$ cat src/sv/prld_pkg.sv
package prld_pkg;

    // Field widths
    localparam int BYTE_BITS     = 8;
    localparam int NIBBLE_BITS   = 4;
    localparam int PATTERN_BYTES = 15;
    localparam int LOW_BYTES     = 8;
    localparam int HIGH_BYTES    = PATTERN_BYTES - LOW_BYTES;
    localparam int LOW_BITS      = LOW_BYTES * BYTE_BITS;
    localparam int HIGH_BITS     = HIGH_BYTES * BYTE_BITS;
    localparam int PICTURE_BITS  = 24;

    // Defaults and reset values
    localparam int COUNT_BITS_DEFAULT = 24;
    localparam logic [PICTURE_BITS-1:0] PICTURE_BYTES_RESET = 24'd115200;

    // Queue between parser and expander
    localparam int QUEUE_DEPTH = 2;
    localparam int QPTR_BITS   = $clog2(QUEUE_DEPTH);

    // Configuration port
    localparam int APB_DATA_BITS = 32;
    localparam int APB_ADDR_BITS = 3;
    localparam int REG_IDX_BITS  = 1;
    localparam logic [REG_IDX_BITS-1:0] REG_PICTURE_BYTES = 1'b0;

    // One decoded run, ready for expansion
    typedef struct packed {
        logic [LOW_BITS-1:0]    low;
        logic [HIGH_BITS-1:0]   high;
        logic [NIBBLE_BITS-1:0] len;
        logic [NIBBLE_BITS-1:0] rep;
    } t_job;

    // Parser to queue
    typedef struct packed {
        logic valid;
        t_job job;
    } t_push;

    // Queue to expander
    typedef struct packed {
        logic empty;
        t_job head;
    } t_head;

endpackage

$ cat src/sv/prld_front.sv
module prld_front (
    input  logic                                i_clk,
    input  logic                                i_rst_n,
    input  logic                                i_accept,
    input  logic [prld_pkg::BYTE_BITS-1:0]      i_in_byte,
    output prld_pkg::t_push                     o_push
);

    logic                                 r_in_pattern, n_in_pattern;
    logic [prld_pkg::NIBBLE_BITS-1:0]     r_len, n_len;
    logic [prld_pkg::NIBBLE_BITS-1:0]     r_rep, n_rep;
    logic [prld_pkg::NIBBLE_BITS-1:0]     r_cnt, n_cnt;
    logic [prld_pkg::BYTE_BITS-1:0]       r_store [prld_pkg::PATTERN_BYTES];
    logic [prld_pkg::NIBBLE_BITS-1:0]     cnt_inc;
    logic                                 pattern_end;
    logic [prld_pkg::BYTE_BITS-1:0]       lane [prld_pkg::PATTERN_BYTES];

    assign cnt_inc     = r_cnt + 1'b1;
    assign pattern_end = r_in_pattern && (cnt_inc == r_len);

    // Parse header and pattern bytes
    always_comb begin
        n_in_pattern = r_in_pattern;
        n_len        = r_len;
        n_rep        = r_rep;
        n_cnt        = r_cnt;
        if (i_accept) begin
            if (!r_in_pattern) begin
                n_rep        = i_in_byte[prld_pkg::NIBBLE_BITS-1:0];
                n_len        = i_in_byte[prld_pkg::BYTE_BITS-1:prld_pkg::NIBBLE_BITS];
                n_cnt        = '0;
                n_in_pattern = (n_len != '0);
            end else if (pattern_end) begin
                n_in_pattern = 1'b0;
                n_cnt        = '0;
            end else begin
                n_cnt = cnt_inc;
            end
        end
    end

    always_ff @(posedge i_clk) begin
        if (!i_rst_n) begin
            r_in_pattern <= 1'b0;
            r_len        <= '0;
            r_rep        <= '0;
            r_cnt        <= '0;
        end else begin
            r_in_pattern <= n_in_pattern;
            r_len        <= n_len;
            r_rep        <= n_rep;
            r_cnt        <= n_cnt;
        end
    end

    // Hold pattern bytes at their position
    always_ff @(posedge i_clk) begin
        if (i_accept && r_in_pattern &&
            (r_cnt != prld_pkg::NIBBLE_BITS'(prld_pkg::PATTERN_BYTES))) begin
            r_store[r_cnt] <= i_in_byte;
        end
    end

    // Build the run: current byte bypasses the store, unused lanes are zero
    always_comb begin
        for (int i = 0; i < prld_pkg::PATTERN_BYTES; i++) begin
            if (prld_pkg::NIBBLE_BITS'(i) >= r_len) begin
                lane[i] = '0;
            end else if (prld_pkg::NIBBLE_BITS'(i) == r_cnt) begin
                lane[i] = i_in_byte;
            end else begin
                lane[i] = r_store[i];
            end
        end
    end

    always_comb begin
        o_push.job.low  = '0;
        o_push.job.high = '0;
        for (int i = 0; i < prld_pkg::LOW_BYTES; i++) begin
            o_push.job.low[i*prld_pkg::BYTE_BITS +: prld_pkg::BYTE_BITS] = lane[i];
        end
        for (int i = 0; i < prld_pkg::HIGH_BYTES; i++) begin
            o_push.job.high[i*prld_pkg::BYTE_BITS +: prld_pkg::BYTE_BITS] =
                lane[i+prld_pkg::LOW_BYTES];
        end
        o_push.job.len = r_len;
        o_push.job.rep = r_rep;
        // Drop runs with zero repeat
        o_push.valid   = i_accept && pattern_end && (r_rep != '0);
    end

endmodule

$ cat src/sv/prld_fifo.sv
module prld_fifo (
    input  logic            i_clk,
    input  logic            i_rst_n,
    input  prld_pkg::t_push i_push,
    input  logic            i_pop,
    output logic            o_full,
    output prld_pkg::t_head o_head
);

    localparam int CNT_BITS = $clog2(prld_pkg::QUEUE_DEPTH + 1);

    prld_pkg::t_job                   r_mem [prld_pkg::QUEUE_DEPTH];
    logic [prld_pkg::QPTR_BITS-1:0]   r_wr, n_wr;
    logic [prld_pkg::QPTR_BITS-1:0]   r_rd, n_rd;
    logic [CNT_BITS-1:0]              r_cnt, n_cnt;
    logic                             do_wr;
    logic                             do_rd;

    assign o_full       = (r_cnt == CNT_BITS'(prld_pkg::QUEUE_DEPTH));
    assign o_head.empty = (r_cnt == '0);
    assign o_head.head  = r_mem[r_rd];
    assign do_wr        = i_push.valid && !o_full;
    assign do_rd        = i_pop && !o_head.empty;

    // Advance pointers with wrap at the queue depth
    always_comb begin
        n_wr  = r_wr;
        n_rd  = r_rd;
        n_cnt = r_cnt;
        if (do_wr) begin
            n_wr = (r_wr == prld_pkg::QPTR_BITS'(prld_pkg::QUEUE_DEPTH - 1)) ? '0 : r_wr + 1'b1;
        end
        if (do_rd) begin
            n_rd = (r_rd == prld_pkg::QPTR_BITS'(prld_pkg::QUEUE_DEPTH - 1)) ? '0 : r_rd + 1'b1;
        end
        if (do_wr && !do_rd) begin
            n_cnt = r_cnt + 1'b1;
        end else if (do_rd && !do_wr) begin
            n_cnt = r_cnt - 1'b1;
        end
    end

    always_ff @(posedge i_clk) begin
        if (!i_rst_n) begin
            r_wr  <= '0;
            r_rd  <= '0;
            r_cnt <= '0;
        end else begin
            r_wr  <= n_wr;
            r_rd  <= n_rd;
            r_cnt <= n_cnt;
        end
    end

    always_ff @(posedge i_clk) begin
        if (do_wr) begin
            r_mem[r_wr] <= i_push.job;
        end
    end

endmodule

$ cat src/sv/prld_back.sv
module prld_back #(
    parameter int COUNT_BITS = prld_pkg::COUNT_BITS_DEFAULT
) (
    input  logic                              i_clk,
    input  logic                              i_rst_n,
    input  prld_pkg::t_head                   i_head,
    output logic                              o_fifo_pop,
    input  logic                              i_reload_now,
    input  logic [COUNT_BITS-1:0]             i_reload,
    input  logic                              i_pop,
    output logic                              o_empty,
    output logic [prld_pkg::LOW_BITS-1:0]     o_copy_low,
    output logic [prld_pkg::HIGH_BITS-1:0]    o_copy_high,
    output logic [prld_pkg::NIBBLE_BITS-1:0]  o_copy_bytes,
    output logic                              o_last_of_run,
    output logic                              o_picture_done
);

    logic                                 r_busy, n_busy;
    prld_pkg::t_job                       r_job;
    logic [prld_pkg::NIBBLE_BITS-1:0]     r_idx, n_idx;
    logic [COUNT_BITS-1:0]                r_rem, n_rem;
    logic                                 r_out_valid, n_out_valid;
    logic [prld_pkg::LOW_BITS-1:0]        r_low;
    logic [prld_pkg::HIGH_BITS-1:0]       r_high;
    logic [prld_pkg::NIBBLE_BITS-1:0]     r_bytes;
    logic                                 r_last;
    logic                                 r_done;
    logic                                 emit;
    logic                                 last_copy;
    logic                                 load;
    logic                                 done;
    logic [COUNT_BITS-1:0]                len_ext;

    assign emit       = r_busy && (!r_out_valid || i_pop);
    assign last_copy  = (r_idx == r_job.rep - 1'b1);
    assign load       = !i_head.empty && (!r_busy || (emit && last_copy));
    assign o_fifo_pop = load;
    assign len_ext    = COUNT_BITS'(r_job.len);
    assign done       = (len_ext >= r_rem);

    // Step through the copies of the current run
    always_comb begin
        n_busy      = r_busy;
        n_idx       = r_idx;
        n_rem       = r_rem;
        n_out_valid = r_out_valid;
        if (emit) begin
            n_idx = r_idx + 1'b1;
            if (last_copy) begin
                n_busy = 1'b0;
            end
        end
        if (load) begin
            n_busy = 1'b1;
            n_idx  = '0;
        end
        // Count down the picture, reload on completion or on a picture size write
        if (i_reload_now) begin
            n_rem = i_reload;
        end else if (emit) begin
            n_rem = done ? i_reload : r_rem - len_ext;
        end
        if (emit) begin
            n_out_valid = 1'b1;
        end else if (i_pop) begin
            n_out_valid = 1'b0;
        end
    end

    always_ff @(posedge i_clk) begin
        if (!i_rst_n) begin
            r_busy      <= 1'b0;
            r_idx       <= '0;
            r_rem       <= COUNT_BITS'(prld_pkg::PICTURE_BYTES_RESET);
            r_out_valid <= 1'b0;
        end else begin
            r_busy      <= n_busy;
            r_idx       <= n_idx;
            r_rem       <= n_rem;
            r_out_valid <= n_out_valid;
        end
    end

    // Hold run and output payload
    always_ff @(posedge i_clk) begin
        if (load) begin
            r_job <= i_head.head;
        end
        if (emit) begin
            r_low   <= r_job.low;
            r_high  <= r_job.high;
            r_bytes <= r_job.len;
            r_last  <= last_copy;
            r_done  <= done;
        end
    end

    assign o_empty        = !r_out_valid;
    assign o_copy_low     = r_low;
    assign o_copy_high    = r_high;
    assign o_copy_bytes   = r_bytes;
    assign o_last_of_run  = r_last;
    assign o_picture_done = r_done;

endmodule

$ cat src/sv/pattern_run_length_decoder_core.sv
// A run's first copy reaches the result ports through the run queue, run register and output
// register. Throughput: one compressed byte per cycle while the run queue has room; the
// expander puts out one copy per cycle while its output is empty or popped, R copies per run.
// Reset (i_rst_n, synchronous, active low): parser expects a header, queue and output empty,
// picture size and remaining count return to 115200 bytes.
module pattern_run_length_decoder_core #(
    parameter int COUNT_BITS = prld_pkg::COUNT_BITS_DEFAULT
) (
    input  logic                                   i_clk,
    input  logic                                   i_rst_n,
    // Compressed byte input
    input  logic                                   push,
    output logic                                   full,
    input  logic [prld_pkg::BYTE_BITS-1:0]         i_in_byte,
    // Copy output
    output logic                                   empty,
    input  logic                                   pop,
    output logic [prld_pkg::LOW_BITS-1:0]          o_copy_low,
    output logic [prld_pkg::HIGH_BITS-1:0]         o_copy_high,
    output logic [prld_pkg::NIBBLE_BITS-1:0]       o_copy_bytes,
    output logic                                   o_last_of_run,
    output logic                                   o_picture_done,
    // Configuration
    input  logic                                   psel,
    input  logic                                   penable,
    input  logic                                   pwrite,
    input  logic [prld_pkg::APB_ADDR_BITS-1:0]     paddr,
    input  logic [prld_pkg::APB_DATA_BITS-1:0]     pwdata,
    output logic [prld_pkg::APB_DATA_BITS-1:0]     prdata,
    output logic                                   pready
);

    logic [prld_pkg::PICTURE_BITS-1:0]  r_picture_bytes;
    logic [prld_pkg::PICTURE_BITS-1:0]  reload_val;
    logic [prld_pkg::REG_IDX_BITS-1:0]  reg_idx;
    logic                               cfg_wr;
    logic                               pic_wr;
    logic                               accept;
    logic                               fifo_pop;
    prld_pkg::t_push                    push_job;
    prld_pkg::t_head                    head;

    // Register access
    assign pready  = 1'b1;
    assign reg_idx = paddr[prld_pkg::APB_ADDR_BITS-1:2];
    assign cfg_wr  = psel && penable && pwrite && pready;
    assign pic_wr  = cfg_wr && (reg_idx == prld_pkg::REG_PICTURE_BYTES);
    assign prdata  = (reg_idx == prld_pkg::REG_PICTURE_BYTES) ?
                     prld_pkg::APB_DATA_BITS'(r_picture_bytes) : '0;

    always_ff @(posedge i_clk) begin
        if (!i_rst_n) begin
            r_picture_bytes <= prld_pkg::PICTURE_BYTES_RESET;
        end else if (pic_wr) begin
            r_picture_bytes <= pwdata[prld_pkg::PICTURE_BITS-1:0];
        end
    end

    // Reload the count from the size being written, else from the stored size
    assign reload_val = pic_wr ? pwdata[prld_pkg::PICTURE_BITS-1:0] : r_picture_bytes;

    assign accept = push && !full;

    prld_front u_front (
        .i_clk     (i_clk),
        .i_rst_n   (i_rst_n),
        .i_accept  (accept),
        .i_in_byte (i_in_byte),
        .o_push    (push_job)
    );

    prld_fifo u_fifo (
        .i_clk   (i_clk),
        .i_rst_n (i_rst_n),
        .i_push  (push_job),
        .i_pop   (fifo_pop),
        .o_full  (full),
        .o_head  (head)
    );

    prld_back #(
        .COUNT_BITS (COUNT_BITS)
    ) u_back (
        .i_clk          (i_clk),
        .i_rst_n        (i_rst_n),
        .i_head         (head),
        .o_fifo_pop     (fifo_pop),
        .i_reload_now   (pic_wr),
        .i_reload       (COUNT_BITS'(reload_val)),
        .i_pop          (pop),
        .o_empty        (empty),
        .o_copy_low     (o_copy_low),
        .o_copy_high    (o_copy_high),
        .o_copy_bytes   (o_copy_bytes),
        .o_last_of_run  (o_last_of_run),
        .o_picture_done (o_picture_done)
    );

endmodule
$ cat config.mk
export PLATFORM = sky130hd
export DESIGN_NAME = pattern_run_length_decoder_core
export DESIGN_NICKNAME = d
export VERILOG_FILES = /design/src/sv/prld_pkg.sv /design/src/sv/prld_front.sv /design/src/sv/prld_fifo.sv /design/src/sv/prld_back.sv /design/src/sv/pattern_run_length_decoder_core.sv
export SDC_FILE = /design/constraint.sdc
export NUM_CORES = 1
export LEC_CHECK = 0
export BUFFER_PORTS_ARGS = -buffer_cell sky130_fd_sc_hd__buf_4
export CAP_MARGIN = 20
export CORE_MARGIN = 2
export CORE_UTILIZATION = 55
export DETAILED_ROUTE_END_ITERATION = 10
export GPL_TIMING_DRIVEN = 0
export PLACE_DENSITY_LB_ADDON = 0.1
export SLEW_MARGIN = 25
export SYNTH_ARGS = -nofsm -noshare
export SYNTH_HDL_FRONTEND = slang
export SYNTH_HIERARCHICAL = 1
export SYNTH_SLANG_ARGS = --single-unit
$ cat constraint.sdc
create_clock -name i_clk -period 24.3 [get_ports i_clk]
set_input_delay 1.215 -clock i_clk [delete_from_list [all_inputs] [get_ports i_clk]]
set_output_delay 1.215 -clock i_clk [all_outputs]
set_load 0.05 [all_outputs]
==> metrics.json, run 1 <==
{
  "floorplanning": {
    "fp.dieArea_mm2": 0.0513,
    "floorplan.rows": 81,
    "initial_utilization": 0.557,
    "ioPinCount": 211,
    "die-width_um": 227,
    "die_span_in_y_um": 227,
    "core_region_area_mm2": 0.0490
  },
  "grt": {
    "grt_overflow_total": 0,
    "grtUsageTotal": 0.235,
    "first_global_vias": 15200,
    "antenna_found_initial": 0,
    "grt_max_degree": 48,
    "grt_pass1_wl_um": 89200
  },
  "yosys": {
    "yosys_register_bits": 702,
    "synth_top_area_cell": "edfxtp_1",
    "synth_cell_type_count": 87,
    "synthDominantCellAreaShare": 0.694,
    "postSynth.asyncResetShare": 0,
    "synthesis.area_mm2": 0.0272,
    "main_combinational_cell_family_by_area_after_synthesis": "simple AND/OR/NAND/NOR gates",
    "post_synth_xor_area_fraction": 0.00670,
    "synthFlopType": "edfxtp_1",
    "synth_warnings": 6,
    "post_synth.cell_area_avg_um2": 15.4,
    "post_syn_instances": 1773,
    "synth-compound-area-share": 0.0548,
    "yosys.area_share.simple": 0.0859,
    "post_synth_edffs": 630,
    "yosys-mux-area-fraction": 0.0733,
    "synth_seq_area_share": 0.747,
    "post_synth_fa_ha_maj_area_fraction": 0.00579,
    "ys_top_cells_by_area": "edfxtp_1, mux2_2, dfxtp_1"
  },
  "setup_path": {
    "critPathCapture": "u_fifo/r_mem[0][36]$_DFFE_PP_",
    "worstReg2RegEnd": "u_fifo/r_mem[0][36]$_DFFE_PP_",
    "arrival_time_reported_for_the_critical_path_endpoint_ns": 4.25,
    "timing.critical_path.slowest_cell_delay_ns": 0.57,
    "startpoint_of_the_most_critical_setup_path": "push",
    "critical_path.reg2reg.startpoint": "u_fifo/r_cnt[0]$_SDFFE_PN0P_",
    "timing.reg2reg.setup_slack_ns": 20.35,
    "cp_slowest_cell": "nor3_4",
    "worst-path-max-fanout": 15,
    "setup.worst_path.end_class": "register",
    "timing.critical_path.required_ns": 24.60,
    "reg2regPathDepth": 11,
    "worstPathCellList": "buf_4, nor2b_1, nand2_1, nor3_1, inv_1, nor3_4, buf_8, buf_8, buf_6, buf_6",
    "kind_of_critical_path": "input pin to register",
    "worst_setup_path_start_kind": "input pin"
  },
  "clock_network": {
    "cts.reportedPaths.clkPinSlew_ns": 0.06,
    "clockRootBuffer": "clkbuf_16",
    "cts-buffers-inserted": 71,
    "hold_buffers": 0,
    "clock_tree_from_tritoncts": "built",
    "post_cts_repair_timing_setup_buffer_count": 0,
    "post_cts_resized": 0,
    "cts_buffer_depth": 3,
    "cts-htree-levels": 3,
    "cts_sinks": 702,
    "clock_insertion_delay_worst_skew_ns": 0.60
  },
  "detailed_routing": {
    "antenna_nets_post_route": 0,
    "avgRoutedWirePerCell_um": 21.4,
    "drt_pass1_iterations": 7,
    "drt-initial-drc-count": 1581,
    "postRouteWirelength_um": 59600,
    "via_count": 15700,
    "vias_per_cell": 5.66,
    "remaining_drc_errors": 0
  },
  "sta": {
    "fin_crit_sh": 0.163,
    "final-hold-violation-count": 0,
    "fin_worst_hold_slack_ns": 0.415,
    "rsz0062_at_grt": "false",
    "finalSetupViolations": 0,
    "timing.final.crit_period_ns": 3.95,
    "timing.setup.tns_ns": 0,
    "relSlewSlack": 0.319,
    "worst-slew-pin-transition_ns": 1.02,
    "timing.clock.skew_ns": 0.0167,
    "final_max_slew_viol_count": 0,
    "fmax_mhz": 253
  },
  "power": {
    "max-vdd-ir-drop_uv": 49.2,
    "total_leakage_power_nw": 11.5,
    "powerDensity_mw_per_mm2": 77.6
  },
  "placed_design": {
    "port-buffer-count": 191,
    "placed_cells": 2657,
    "gpl.final_weighted_congestion": 0.860,
    "dp_hpwl_um": 39000
  },
  "final_layout": {
    "finish.cell_count_without_fillers": 2780,
    "finalNetCount": 2128,
    "post_route_cells_drive_above_1_share": 0.259,
    "area.growth.synth_to_final_pct": 18.2,
    "insertedDiodeCount": 0
  },
  "min_path": {
    "timing.hold.worst.class": "register to register"
  },
  "run_status": {
    "outcome": "finished, final reports clean"
  },
  "flow_run": {
    "maxCapViolations": 0
  }
}
[worst min path at each step]
| stage | from | to | depth (start not counted) |
|---|---|---|---|
| 2_1_floorplan | u_back/r_job[8]$_DFFE_PP_ | u_back/o_copy_high[0]$_DFFE_PP_ | 0 |
| 3_3_place_gp | u_back/r_job[57]$_DFFE_PP_ | u_back/o_copy_high[49]$_DFFE_PP_ | 0 |
| 3_5_place_dp | u_back/r_job[54]$_DFFE_PP_ | u_back/o_copy_high[46]$_DFFE_PP_ | 0 |
| 4_1_cts | u_back/r_job[75]$_DFFE_PP_ | u_back/o_copy_low[11]$_DFFE_PP_ | 0 |
| 5_1_grt | u_back/r_job[85]$_DFFE_PP_ | u_back/o_copy_low[21]$_DFFE_PP_ | 0 |
| 6_report | u_back/r_job[75]$_DFFE_PP_ | u_back/o_copy_low[11]$_DFFE_PP_ | 0 |
[layout make-up]
type | instances | area [um2]
Tap cell | 664 | 831
Inverter | 23 | 86.3
Sequential cell | 702 | 20400
Buffer | 102 | 627
Multi-Input combinational cell | 953 | 6230
Clock inverter | 33 | 358
Fill cell | 3455 | 16700
Clock buffer | 90 | 1900
Timing Repair Buffer | 213 | 1820
[sequential cells by signal (all words and copies together) (netlist names), named ones only]
register               flops
u_fifo/r_mem             256
u_back/r_job             124
u_front/r_store          120
u_back/o_copy_low         64
u_back/o_copy_high        56
r_picture_bytes           24
u_back/r_rem              24
u_back/len_ext             4
u_back/o_copy_bytes        4
u_back/r_idx               4
u_front/r_cnt              4
u_front/r_len              4
u_front/r_rep              4
u_fifo/r_cnt               2
u_back/o_last_of_run       1
u_back/o_picture_done      1
u_back/r_busy              1
u_back/r_out_valid         1
u_fifo/r_rd                1
u_fifo/r_wr                1
u_front/r_in_pattern       1
[stage by stage]
stage	total power [mW]	area (um2)	worst slack, ns	util
final	2.50	32200	20.35	0.658
after global placement	1.46	29500	12.17	0.603
after floorplan	1.42	27300	15.61	-
after CTS	2.52	32200	20.22	0.658
after global routing	2.58	32200	20.12	0.658
after detailed placement	1.46	30000	19.60	0.612
[layout by cell type (no fill, tap or decap), drive strengths merged, types with 7 or more instances in the layout]
master | synthesis | layout
nor2 | 39 | 39
nand2 | 271 | 271
inv | 21 | 25
nor2b | 38 | 38
bufinv | 0 | 7
o21ai | 20 | 20
xnor2 | 12 | 12
mux2i | 27 | 27
nor3 | 11 | 11
clkbuf | 56 | 146
nand3 | 75 | 75
nor4 | 18 | 18
mux2 | 153 | 153
edfxtp | 630 | 630
and2 | 7 | 7
conb | 2 | 9
or4 | 7 | 7
ha | 11 | 11
buf | 46 | 259
a21boi | 18 | 18
o21a | 8 | 8
clkinv | 2 | 22
a31oi | 8 | 8
dfxtp | 72 | 72
a21oi | 131 | 131
[logic make-up after synthesis]
kind of cell | Yosys count
AO/OA/AOI/OAI | 238
XOR/XNOR | 19
adder cells (fa/ha/maj) | 12
buffers and inverters | 125
flip-flops | 702
multiplexers | 180
other | 2
AND/OR/NAND/NOR | 495
[Yosys cell counts (5+ instances only)]
| master | count |
|---|---|
| inv_1 | 19 |
| buf_2 | 11 |
| and2_1 | 7 |
| xor2_1 | 6 |
| o21ai_0 | 10 |
| a21oi_1 | 127 |
| o21a_1 | 7 |
| ha_1 | 11 |
| edfxtp_1 | 630 |
| nor3_1 | 8 |
| buf_6 | 17 |
| nand2_1 | 271 |
| nor4_1 | 14 |
| clkbuf_1 | 51 |
| a31oi_1 | 8 |
| xnor2_1 | 12 |
| buf_4 | 14 |
| nand3_1 | 75 |
| dfxtp_1 | 72 |
| a21boi_0 | 14 |
| mux2i_1 | 27 |
| and3_1 | 5 |
| nor2b_1 | 38 |
| nor2_1 | 39 |
| or4_1 | 5 |
| mux2_2 | 152 |
| a22oi_1 | 5 |
| o21ai_1 | 10 |
[routing by layer]
| layer | up-vias | part of all wire | global-route usage |
|---|---|---|---|
| li1 | 7192 | - | - |
| met1 | 7834 | 0.43 | 0.328 |
| met2 | 612 | 0.48 | 0.374 |
| met3 | 98 | 0.070 | 0.0424 |
| met4 | 0 | 0.024 | 0.0813 |
| met5 | - | 0 | 0 |
[power by group]
group          switching, mW  internal (mW)  leakage [nW]  total (mW)
Clock                  0.434          0.629          1.10        1.06
Sequential           0.00769           1.32          6.54        1.33
Combinational         0.0767         0.0324          3.86       0.109
Total                  0.518           1.98          11.5        2.50
[worst max-delay path, delay by kind of cell]
family,cells,cell delay [ns]
buffers and inverters,6,1.03
AND/OR/NAND/NOR,4,1.97
(Power assumes the default switching activity.)
==> run 2, diff against run 1 <==
--- a/config.mk
+++ b/config.mk
@@ -5,6 +5,7 @@
 export SDC_FILE = /design/constraint.sdc
 export NUM_CORES = 1
 export LEC_CHECK = 0
+export ABC_AREA = 1
 export BUFFER_PORTS_ARGS = -buffer_cell sky130_fd_sc_hd__buf_4
 export CAP_MARGIN = 20
 export CORE_MARGIN = 2
==> constraint.sdc (replaced) <==
create_clock -name i_clk -period 3.7 [get_ports i_clk]
set_input_delay 0.185 -clock i_clk [delete_from_list [all_inputs] [get_ports i_clk]]
set_output_delay 0.185 -clock i_clk [all_outputs]
set_load 0.05 [all_outputs]
==> metrics.json, run 2 <==
{
  "run_status": {
    "outcome": "finished, final reports clean"
  },
  "power": {
    "internal_power_mw": 13.2,
    "powerDensity_mw_per_mm2": 512,
    "switching_share": 0.221,
    "max-vdd-ir-drop_uv": 406,
    "net-switching-power_mw": 3.73,
    "pwr-share-seq": 0.522,
    "power_frac_clock": 0.414,
    "totalPowerFinal_mw": 16.9,
    "share_comb_of_total_power": 0.064,
    "total_leakage_power_nw": 12.5
  },
  "final_layout": {
    "reg.largest.list": "u_fifo/r_mem: 256 flops, u_back/r_job: 124 flops, u_front/r_store: 120 flops",
    "design_area_mm2": 0.0331,
    "post_route_cells_drive_above_1_share": 0.250,
    "max_flop_register": "u_fifo/r_mem",
    "finish.cell_count_without_fillers": 3015,
    "finalNetCount": 2356,
    "area.growth.synth_to_final_pct": 20.5,
    "highest_count_cells_in_the_layout_ignoring_fill_and_taps": "edfxtp_1, buf_4, nand2_1, inv_1, a21oi_1",
    "insertedDiodeCount": 0,
    "mostFrequentLayoutCell": "edfxtp_1",
    "largest_register_ffs": 256
  },
  "clock_network": {
    "post_cts_resized": 0,
    "clock_insertion_delay_worst_skew_ns": 0.61,
    "cts-htree-levels": 3,
    "clock_tree_from_tritoncts": "built",
    "clockRootBuffer": "clkbuf_16",
    "cts.reportedPaths.clkPinSlew_ns": 0.06,
    "cts_buffer_depth": 3,
    "cts-buffers-inserted": 72,
    "cts_sinks": 702
  },
  "sta": {
    "worst-slew-pin-transition_ns": 0.748,
    "rsz0062_at_grt": "false",
    "fmax_mhz": 307,
    "fin_crit_sh": 0.882,
    "timing.final.crit_period_ns": 3.26,
    "final_max_slew_viol_count": 0,
    "relSlewSlack": 0.501,
    "final-hold-violation-count": 0,
    "timing.clock.skew_ns": 0.0204,
    "fin_worst_hold_slack_ns": 0.0524,
    "finalSetupViolations": 0
  },
  "floorplanning": {
    "die_span_in_y_um": 227,
    "floorplan.rows": 81,
    "ioPinCount": 211,
    "initial_utilization": 0.559,
    "die-width_um": 227,
    "fp.dieArea_mm2": 0.0517,
    "core_region_area_mm2": 0.0491
  },
  "placed_design": {
    "port-buffer-count": 190,
    "gpl.final_weighted_congestion": 0.881,
    "placed_cells": 2822,
    "dp_hpwl_um": 39600,
    "placement.cell_area_mm2": 0.0302
  },
  "yosys": {
    "synth_top_area_cell": "edfxtp_1",
    "post_synth.cell_area_avg_um2": 14.1,
    "ys_top_cells_by_area": "edfxtp_1, dfxtp_1, mux2_2",
    "postSynth.asyncResetShare": 0,
    "synth_cell_type_count": 43,
    "yosys_register_bits": 702,
    "post_syn_instances": 1945,
    "synth_warnings": 6,
    "synthFlopType": "edfxtp_1",
    "synthDominantCellAreaShare": 0.689,
    "synth_seq_area_share": 0.742,
    "synthesis.area_mm2": 0.0274,
    "leading_post_synthesis_cells_by_instance_count": "edfxtp_1, nand2_1, inv_1, a21oi_1, mux2_2",
    "post_synth_edffs": 630,
    "yosysMostFrequentCell": "edfxtp_1"
  },
  "setup_path": {
    "worst-path-max-fanout": 22,
    "arrival_time_reported_for_the_critical_path_endpoint_ns": 3.56,
    "kind_of_critical_path": "register to register",
    "timing.critical_path.required_ns": 4.00,
    "timing.reg2reg.setup_slack_ns": 0.44,
    "setup.worst_path.end_class": "register",
    "worst_setup_path_start_kind": "register"
  },
  "min_path": {
    "timing.hold.worst.class": "input pin to register"
  },
  "detailed_routing": {
    "drt_pass1_iterations": 5,
    "remaining_drc_errors": 0,
    "avgRoutedWirePerCell_um": 19.8,
    "antenna_nets_post_route": 0,
    "postRouteWirelength_um": 59800,
    "vias_per_cell": 5.41,
    "drt-initial-drc-count": 1415,
    "via_count": 16300
  },
  "grt": {
    "antenna_found_initial": 0,
    "grt_max_degree": 131,
    "grt_pass1_wl_um": 90400,
    "grt_overflow_total": 0,
    "grtUsageTotal": 0.236,
    "first_global_vias": 15700
  },
  "flow_run": {
    "maxCapViolations": 0
  }
}
run 2: what timing repair did:
| item | in CTS | in global routing |
|---|---|---|
| endpoints found under the hold margin | 157 | 0 |
| hold buffers | 39 | 0 |
| setup endpoints to repair | 0 | 36 |
| buffers inserted | 0 | 23 |
run 2: power groups by stage:
stage | Sequential (mW) | Combinational, mW | Clock (mW)
floorplan | 9.10 | 0.548 | 0
global placement | 8.99 | 1.01 | 0
detailed placement | 8.99 | 1.04 | 0
CTS | 8.82 | 1.08 | 7.17
global route | 8.83 | 1.18 | 7.47
finish | 8.82 | 1.09 | 7.01
run 2: worst max-delay path: stages, from the launching register on:
cell and delay (ns):
dfxtp_1 0.50, inv_1 0.16, ha_1 0.36, nor2_1 0.09, o21ai_0 0.11, nor2_1 0.17
nand3_1 0.16, nor2_1 0.23, o21ai_1 0.24, nor2_4 0.29, buf_4 0.23, buf_12 0.19
buf_16 0.19
run 2: kinds of logic after synthesis:
| group | share of synthesized area |
|---|---|
| DFF | 0.742 |
| muxes | 0.0525 |
| buffers and inverters | 0.0515 |
| other | 0.000274 |
| adders and majority gates | 0.00575 |
| AOI/OAI and AO/OA | 0.0541 |
| xor gates and xnor gates | 0.00543 |
| and+or+nand+nor | 0.0885 |
run 2: layout make-up:
cell class / instances / area, um2
Sequential cell: 702 / 20400
Fill cell: 3478 / 16000
Multi-Input combinational cell: 965 / 5730
Timing Repair Buffer: 268 / 2390
Clock buffer: 95 / 1960
Tap cell: 664 / 831
Inverter: 195 / 759
Buffer: 90 / 673
Clock inverter: 36 / 349
run 2: path summary, 6_finish.rpt:
check	start	cells after the start	end
setup reg to reg	u_front/r_cnt[0]$_SDFFE_PN0P_	12	u_fifo/r_mem[1][49]$_DFFE_PP_
hold / removal	pwdata[2]	5	r_picture_bytes[2]$_SDFF_PN0_
hold reg to reg	u_back/r_job[64]$_DFFE_PP_	0	u_back/o_copy_low[0]$_DFFE_PP_
setup / recovery	u_front/r_cnt[0]$_SDFFE_PN0P_	12	u_fifo/r_mem[1][49]$_DFFE_PP_
run 2: routing by layer:
metal / wire (um) / vias to the layer above / global-route usage
met5: 0 / - / 0
met3: 4420 / 124 / 0.0485
met2: 27700 / 602 / 0.359
li1: - / 7645 / -
met4: 1700 / 0 / 0.0930
met1: 26000 / 7930 / 0.336
run 2: per-stage QoR:
stage                     setup WS, ns  TNS, ns  utilization
after global placement           -1.78  -586.85        0.607
after floorplan                 -0.241   -33.56            -
final                            0.438        0        0.674
after global routing             0.269        0        0.674
after CTS                        0.136        0        0.670
after detailed placement         0.146        0        0.615
